==> src/sbad_pkg.sv <==
// sbad_pkg: widths, character codes, sequencer states and control struct
// for the signed binary to ascii decimal core; no dependencies
`default_nettype none

package sbad_pkg;

   localparam int VALUE_WIDTH = 32;
   // decimal digits needed for magnitudes up to 2^(VALUE_WIDTH-1)
   localparam int DIGITS      = (VALUE_WIDTH * 77) / 256 + 1;
   localparam int BCD_WIDTH   = DIGITS * 4;
   localparam int PTR_WIDTH   = $clog2(DIGITS);
   localparam int CNT_WIDTH   = $clog2(VALUE_WIDTH);
   localparam int CHAR_WIDTH  = 6;

   localparam logic [CHAR_WIDTH-1:0] ASCII_ZERO  = 6'd48;
   localparam logic [CHAR_WIDTH-1:0] ASCII_NINE  = 6'd57;
   localparam logic [CHAR_WIDTH-1:0] ASCII_MINUS = 6'd45;

   typedef enum logic [2:0] {
      ST_IDLE,
      ST_CONVERT,
      ST_SKIP,
      ST_SIGN,
      ST_DIGITS
   } state_type;

   typedef struct packed {
      logic load;
      logic shift;
   } dab_ctrl_type;

endpackage

`default_nettype wire

==> src/signed_binary_to_ascii_decimal_core.sv <==
// signed_binary_to_ascii_decimal_core: top level, sequencer and character output
// depends on sbad_pkg and sbad_dabble
//
//   channel   ports                                  handshake
//   request   req_value                              start && !busy
//   response  rsp_char_code, rsp_last_char           rsp_valid strobe, one cycle
//
// the accept edge loads the magnitude, then the double dabble unit shifts once per value bit
// (32 bits by default), then leading zeros are skipped down to an n digit result,
// then one cycle per character (minus sign and n digits, up to 11 characters).
// busy is high from the accept edge until the last character has been shown.
// synchronous reset returns the sequencer to idle; the receiver cannot stall.
`default_nettype none

module signed_binary_to_ascii_decimal_core (
   input  wire logic                             clock,
   input  wire logic                             reset,
   input  wire logic                             start,
   output logic                                  busy,
   input  wire logic [sbad_pkg::VALUE_WIDTH-1:0] req_value,
   output logic                                  rsp_valid,
   output logic      [sbad_pkg::CHAR_WIDTH-1:0]  rsp_char_code,
   output logic                                  rsp_last_char
);
   import sbad_pkg::*;

   state_type              state_ff, state_in;
   logic [CNT_WIDTH-1:0]   cnt_ff, cnt_in;
   logic [PTR_WIDTH-1:0]   ptr_ff, ptr_in;
   logic                   neg_ff, neg_in;
   dab_ctrl_type           ctrl;
   logic [BCD_WIDTH-1:0]   bcd;
   logic [3:0]             digit;

   sbad_dabble u_dabble (
      .clock (clock),
      .ctrl  (ctrl),
      .value (req_value),
      .bcd   (bcd)
   );

   assign digit = bcd[ptr_ff*4 +: 4];

   always_ff @(posedge clock) begin
      if (reset) begin
         state_ff <= ST_IDLE;
         cnt_ff   <= '0;
         ptr_ff   <= '0;
         neg_ff   <= 1'b0;
      end else begin
         state_ff <= state_in;
         cnt_ff   <= cnt_in;
         ptr_ff   <= ptr_in;
         neg_ff   <= neg_in;
      end
   end

   always_comb begin
      state_in      = state_ff;
      cnt_in        = cnt_ff;
      ptr_in        = ptr_ff;
      neg_in        = neg_ff;
      ctrl          = '0;
      busy          = 1'b1;
      rsp_valid     = 1'b0;
      rsp_char_code = ASCII_ZERO + {2'b00, digit};
      rsp_last_char = 1'b0;
      case (state_ff)
         ST_IDLE: begin
            busy = 1'b0;
            if (start) begin
               ctrl.load = 1'b1;
               neg_in    = req_value[VALUE_WIDTH-1];
               cnt_in    = '0;
               state_in  = ST_CONVERT;
            end
         end
         ST_CONVERT: begin
            ctrl.shift = 1'b1;
            cnt_in     = cnt_ff + CNT_WIDTH'(1);
            if (cnt_ff == CNT_WIDTH'(VALUE_WIDTH - 1)) begin
               ptr_in   = PTR_WIDTH'(DIGITS - 1);
               state_in = ST_SKIP;
            end
         end
         ST_SKIP: begin
            if (digit == 4'd0 && ptr_ff != '0) begin
               ptr_in = ptr_ff - PTR_WIDTH'(1);
            end else if (neg_ff) begin
               state_in = ST_SIGN;
            end else begin
               state_in = ST_DIGITS;
            end
         end
         ST_SIGN: begin
            rsp_valid     = 1'b1;
            rsp_char_code = ASCII_MINUS;
            state_in      = ST_DIGITS;
         end
         ST_DIGITS: begin
            rsp_valid     = 1'b1;
            rsp_last_char = (ptr_ff == '0);
            if (ptr_ff == '0) begin
               state_in = ST_IDLE;
            end else begin
               ptr_in = ptr_ff - PTR_WIDTH'(1);
            end
         end
         default: begin
            state_in = ST_IDLE;
         end
      endcase
   end

endmodule

`default_nettype wire

==> src/sbad_dabble.sv <==
// sbad_dabble: shift-and-add-3 unit holding the magnitude and bcd digits
// depends on sbad_pkg
`default_nettype none

module sbad_dabble (
   input  wire logic                             clock,
   input  wire sbad_pkg::dab_ctrl_type           ctrl,
   input  wire logic [sbad_pkg::VALUE_WIDTH-1:0] value,
   output logic      [sbad_pkg::BCD_WIDTH-1:0]   bcd
);
   import sbad_pkg::*;

   logic [VALUE_WIDTH-1:0] bin_ff, bin_in;
   logic [BCD_WIDTH-1:0]   bcd_ff, bcd_in;
   logic [BCD_WIDTH-1:0]   bcd_adj;
   logic [VALUE_WIDTH-1:0] mag;

   // two's complement magnitude, exact for the most negative value
   assign mag = value[VALUE_WIDTH-1] ? (~value + VALUE_WIDTH'(1)) : value;

   always_comb begin
      for (int i = 0; i < DIGITS; i++) begin
         if (bcd_ff[i*4 +: 4] >= 4'd5) begin
            bcd_adj[i*4 +: 4] = bcd_ff[i*4 +: 4] + 4'd3;
         end else begin
            bcd_adj[i*4 +: 4] = bcd_ff[i*4 +: 4];
         end
      end
      bin_in = bin_ff;
      bcd_in = bcd_ff;
      if (ctrl.load) begin
         bin_in = mag;
         bcd_in = '0;
      end else if (ctrl.shift) begin
         bcd_in = {bcd_adj[BCD_WIDTH-2:0], bin_ff[VALUE_WIDTH-1]};
         bin_in = {bin_ff[VALUE_WIDTH-2:0], 1'b0};
      end
   end

   always_ff @(posedge clock) begin
      bin_ff <= bin_in;
      bcd_ff <= bcd_in;
   end

   assign bcd = bcd_ff;

endmodule

`default_nettype wire

==> config.mk <==
export PLATFORM = sky130hd
export DESIGN_NAME = signed_binary_to_ascii_decimal_core
export DESIGN_NICKNAME = d
export VERILOG_FILES = /design/src/sbad_pkg.sv /design/src/signed_binary_to_ascii_decimal_core.sv /design/src/sbad_dabble.sv
export SDC_FILE = /design/constraint.sdc
export NUM_CORES = 1
export LEC_CHECK = 0
export ABC_AREA = 1
export BUFFER_PORTS_ARGS = -buffer_cell sky130_fd_sc_hd__buf_2
export CELL_PAD_IN_SITES_DETAIL_PLACEMENT = 1
export CELL_PAD_IN_SITES_GLOBAL_PLACEMENT = 1
export CORE_ASPECT_RATIO = 2
export CORE_UTILIZATION = 30
export DETAILED_ROUTE_END_ITERATION = 10
export MAX_ROUTING_LAYER = met4
export PLACE_DENSITY_LB_ADDON = 0.1
export SYNTH_ARGS = -nofsm -noshare
export SYNTH_HDL_FRONTEND = slang
export SYNTH_SLANG_ARGS = --single-unit
==> constraint.sdc <==
create_clock -name clock -period 3.1 [get_ports clock]
set_input_delay 0.31 -clock clock [delete_from_list [all_inputs] [get_ports clock]]
set_output_delay 0.31 -clock clock [all_outputs]
set_load 0.005 [all_outputs]
Word-level counts from Yosys, hierarchy flattened
Index checks and enable logic that the tools add are counted.

Eq/ne operators: 11. Bitwise gates (word level): 1. Multiplexer cells: 32. Magnitude comparators: 10. Shift operators: 1. $add $sub $neg: 14. Reduce and logical (&&, ||, !) cells: 13.

Operator list (number): $mux W32 (3); $mux W4 (12); $ge A4 B3 Y1 const B (10); $shiftx A40 B7 Y4 (1); $add A4 B2 Y4 const B (9); $add A32 B1 Y32 const B (1); $not A32 Y32 (1); $mux W3 (6); $pmux W3 S5 (1); $ne A2 B2 Y1 const B (6); $pmux W4 S3 (1); $pmux W5 S2 (1); $logic_not A4 Y1 (2); $reduce_and A4 Y1 (2); $add A5 B5 Y6 const A (1); $eq A3 B2 Y1 const B (2); $mux W1 (6); $mux W6 (1); $add A5 B1 Y5 const B (1); $eq A5 B5 Y1 const B (1); $mux W5 (1); $reduce_and A2 Y1 (2); $reduce_bool A2 Y1 (2); $reduce_bool A4 Y1 (1); other kinds (8) (8).

Register bits after elaboration: 85. Output and inout port bits: 9.

Logic depth before layout (Yosys ltp)
Depth in word-level cells: 5. Mapped depth: 13. Mapped depth without buffers: 13.

Modules after synthesis
A second synthesis with hierarchy kept.

Cell total of the unflattened synthesis: 828. Area, all modules: 5838.1 um^2.

Modules (own cells, without submodules): sbad_dabble (times used 1, cells each 594, area each 4481.8 um^2); signed_binary_to_ascii_decimal_core (times used 1, cells each 234, area each 1356.3 um^2).

Least setup slack after synthesis
OpenSTA, ideal clock, no wires.

Path kind: flip-flop to flip-flop. Start point: register state_ff[1]. End point: register u_dabble.bin_ff[0], enable pin. Clock period less this slack: 1.783 ns. Setup slack: 1.317 ns. Library setup time: 0.378 ns. Arrival time: 1.406 ns. Cell stages (with the launch flop): 7. Required time: 2.722 ns. Cell sequence: dfxtp_1 -> nor2_1 -> nand3_1 -> inv_2 -> nor2_2 -> inv_2 -> buf_2.

Longest elaborated chain between the ends: 3. Elaborated cells on any way between the ends: 5. Classes of those cells: eq/ne: 1; mux: 2; reduce/logical: 2.

RTL lines: start: declaration (RTL line signed_binary_to_ascii_decimal_core.sv:27) `state_type state_ff, state_in;`; start signal: assignment (RTL line signed_binary_to_ascii_decimal_core.sv:51) `state_ff <= state_in;`; $eq A3 B1 Y1 / $logic_not A3 Y1 (equally long branches) (RTL line signed_binary_to_ascii_decimal_core.sv:68) `case (state_ff)`; $mux W1 (RTL line signed_binary_to_ascii_decimal_core.sv:68); $reduce_bool A2 Y1 (no line) (*); end signal: assignment (RTL line sbad_dabble.sv:41) `bin_ff <= bin_in;`; end: declaration (RTL line sbad_dabble.sv:13) `logic [VALUE_WIDTH-1:0] bin_ff, bin_in;`.

Mark *: on every way between the ends. The rest lies on a longest branch, timed or not. A chain may end at the register's enable or synchronous reset.

Worst setup path in the final report
Start point: register ptr_ff[0]. End point: output rsp_last_char.

Longest elaborated chain between the ends: 2.

RTL lines: start: declaration (RTL line signed_binary_to_ascii_decimal_core.sv:29) `logic [PTR_WIDTH-1:0] ptr_ff, ptr_in;`; start signal: assignment (RTL line signed_binary_to_ascii_decimal_core.sv:53) `ptr_ff <= ptr_in;`; $logic_not A4 Y1 (RTL line signed_binary_to_ascii_decimal_core.sv:102) `rsp_last_char = (ptr_ff == '0);`; $mux W1 (RTL line signed_binary_to_ascii_decimal_core.sv:68); end: declaration (RTL line signed_binary_to_ascii_decimal_core.sv:23) `output logic rsp_last_char`.

No other way between the ends.

==> impl_metrics.json <==
{
  "p_per_area_nw_per_um2": 893,
  "start_kind": "flip-flop",
  "max-vdd-ir-drop_mv": 0.589,
  "syn_area_per_cell_um2": 7.24,
  "cts_root_buf": "clkbuf_16",
  "vias": 5143,
  "n_fill_cell": 2225,
  "grt_max_degree": 68,
  "outcome": "finished with violations",
  "gp_congestion": 0.763,
  "crit_fanout": 16,
  "die-height_um": 194,
  "core_um2": 17900,
  "htreeDepth": 3,
  "crit_required_ps": 2790,
  "rsz0062_at_grt": "no",
  "max_freq_mhz": 438,
  "tns_ps": 0,
  "post_cts_resized": 0,
  "cts_tree": "yes",
  "hold_buffers": 0,
  "cts_setup_buffers": 0,
  "cap_violations": 0,
  "antenna_found_initial": 0,
  "hp-class": "in2reg",
  "wl_um": 15900,
  "synthArstFlopShare": 0,
  "synth_edf_count": 32,
  "synth_top_cell_by_area": "dfxtp_1",
  "dp_hpwl_um": 12100,
  "first_global_vias": 5571,
  "detailedPlace.worstSlack_ps": 835,
  "route.detailed.drc": 1,
  "violations": "design-rule violations",
  "synthToLayoutAreaGrowth_pct": 12.7,
  "crit_arrival_ps": 1970,
  "timing.hold.ws_ps": 267,
  "viasPerCell": 5.08,
  "synth-seq-cells": 85,
  "clockBufferDepth": 2,
  "grt_overflow": 0,
  "path_clk_slew_ps": 60,
  "syn_nets": 821,
  "clock_latency_ps": 340,
  "drive_gt1_frac": 0.126,
  "end_kind": "output pin",
  "synth_ff_type": "dfxtp_1",
  "grt_pass1_wl_um": 26900,
  "top_level_ports": 44,
  "netlist_area_um2": 5520,
  "crit_type": "reg2out",
  "rows": 69,
  "dr.first_iter.drc_count": 104,
  "setup_ws_ps": 819,
  "syn_inst": 762,
  "synth_cell_types": 50,
  "start_util": 0.309,
  "leakagePower_nw": 2.82,
  "cts_sinks": 85,
  "wire_per_inst_um": 15.7,
  "ys_warn_count": 0,
  "grt_usage": 0.185,
  "die_w_um": 97.9,
  "io_buffers": 42,
  "ys_seq_area_frac": 0.367,
  "post-route-period-util": 0.736,
  "ant_nets": 0,
  "hold_viol": 0,
  "numCtsBuffers": 9,
  "dieArea_um2": 19000,
  "antennaDiodeCount": 0,
  "setup_viol": 0,
  "drt_pre_antenna_iters": 9,
  "synthTopCellsByCount": "nand2_1, inv_1, nor2_1",
  "nNetsFinal": 854,
  "synth_top_area_share": 0.192,
  "tightest_slew_ps": 709,
  "synth.most_common_cell": "nand2_1",
  "slew_violations": 0,
  "timing.slew.headroom": 0.527,
  "synth.area.top_cells": "dfxtp_1, edfxtp_1, nand2_1, inv_1, a21oi_1",
  "fin_worst_skew_ps": 7.14,
  "min_period_ps": 2280
}
==> final cells by class <==
cell class | count | area [µm²] | share of cell area
clock buffer | 10 | 229 | 0.0368
tap | 213 | 267 | 0.0429
sequential | 85 | 2020 | 0.325
inverter | 106 | 398 | 0.0640
multi-input combinational | 542 | 2940 | 0.472
timing repair buffer | 51 | 290 | 0.0467
clock inverter | 6 | 77.6 | 0.0125
==> cells by family after synthesis <==
group / after synthesis / synth area share
AO/OA/AOI/OAI: 173 / 0.183
XOR/XNOR: 21 / 0.0333
adder cells (fa/ha/maj): 24 / 0.0544
buffers and inverters: 135 / 0.102
flip-flops: 85 / 0.367
other: 1 / 0.000680
AND/OR/NAND/NOR: 323 / 0.259
==> registers in the layout, summed over array words and instances (netlist names) <==
| name | count |
|---|---|
| cnt_ff | 5 |
| neg_ff | 1 |
| ptr_ff | 4 |
| state_ff | 3 |
| u_dabble.bcd | 40 |
| u_dabble.bin_ff | 32 |
==> metal layers <==
metal,GRT usage,part of all wire,vias up
met1,0.170,0.38,2476
met2,0.371,0.58,58
met4,0.0746,0.021,0
met5,-,0,-
met3,0.0216,0.017,19
li1,-,-,2590
==> through the flow <==
step	power, W	utilization	area (µm²)	cells
6_report	0.00556	0.348	6220	1013
4_1_cts	0.00569	0.348	6220	1013
5_1_grt	0.00605	0.348	6220	1013
3_3_place_gp	0.00440	0.331	5910	997
2_1_floorplan	0.00368	-	5520	762
3_5_place_dp	0.00449	0.331	5910	997
==> worst max-delay path: stages (launching register included) <==
cell and delay, ps:
dfxtp_1 320, inv_2 240, ha_1 230, inv_1 50
nor2_1 130, nand2_1 130, nor2_1 350, buf_2 190
==> path summary, 6_finish.rpt <==
kind | startpoint | endpoint | slack [ps] | depth (start not counted)
worst max-delay path | ptr_ff[0] | rsp_last_char | 820 | 7
worst min-delay path | reset | cnt_ff[4] | 270 | 2
worst max register to register | ptr_ff[0] | ptr_ff[0] | 1180 | 9
worst min register to register | cnt_ff[4] | cnt_ff[4] | 470 | 2
==> power by group <==
part | internal [W] | switching [W]
Sequential | 0.00171 | 0.000228
Combinational | 0.000788 | 0.00167
Clock | 0.000698 | 0.000455
Total | 0.00320 | 0.00236
==> cells in the final DEF, fill, tap and decap left out, drive strengths merged, types with 13 or more instances in the layout <==
cell type  instances
buf               51
o311ai            13
inv              106
nor2              84
a21oi             64
dfxtp             53
nand2            154
xor2              17
nand3             65
ha                24
o21ai             75
edfxtp            32
No activity file was read; power rests on OpenSTA's default activity.
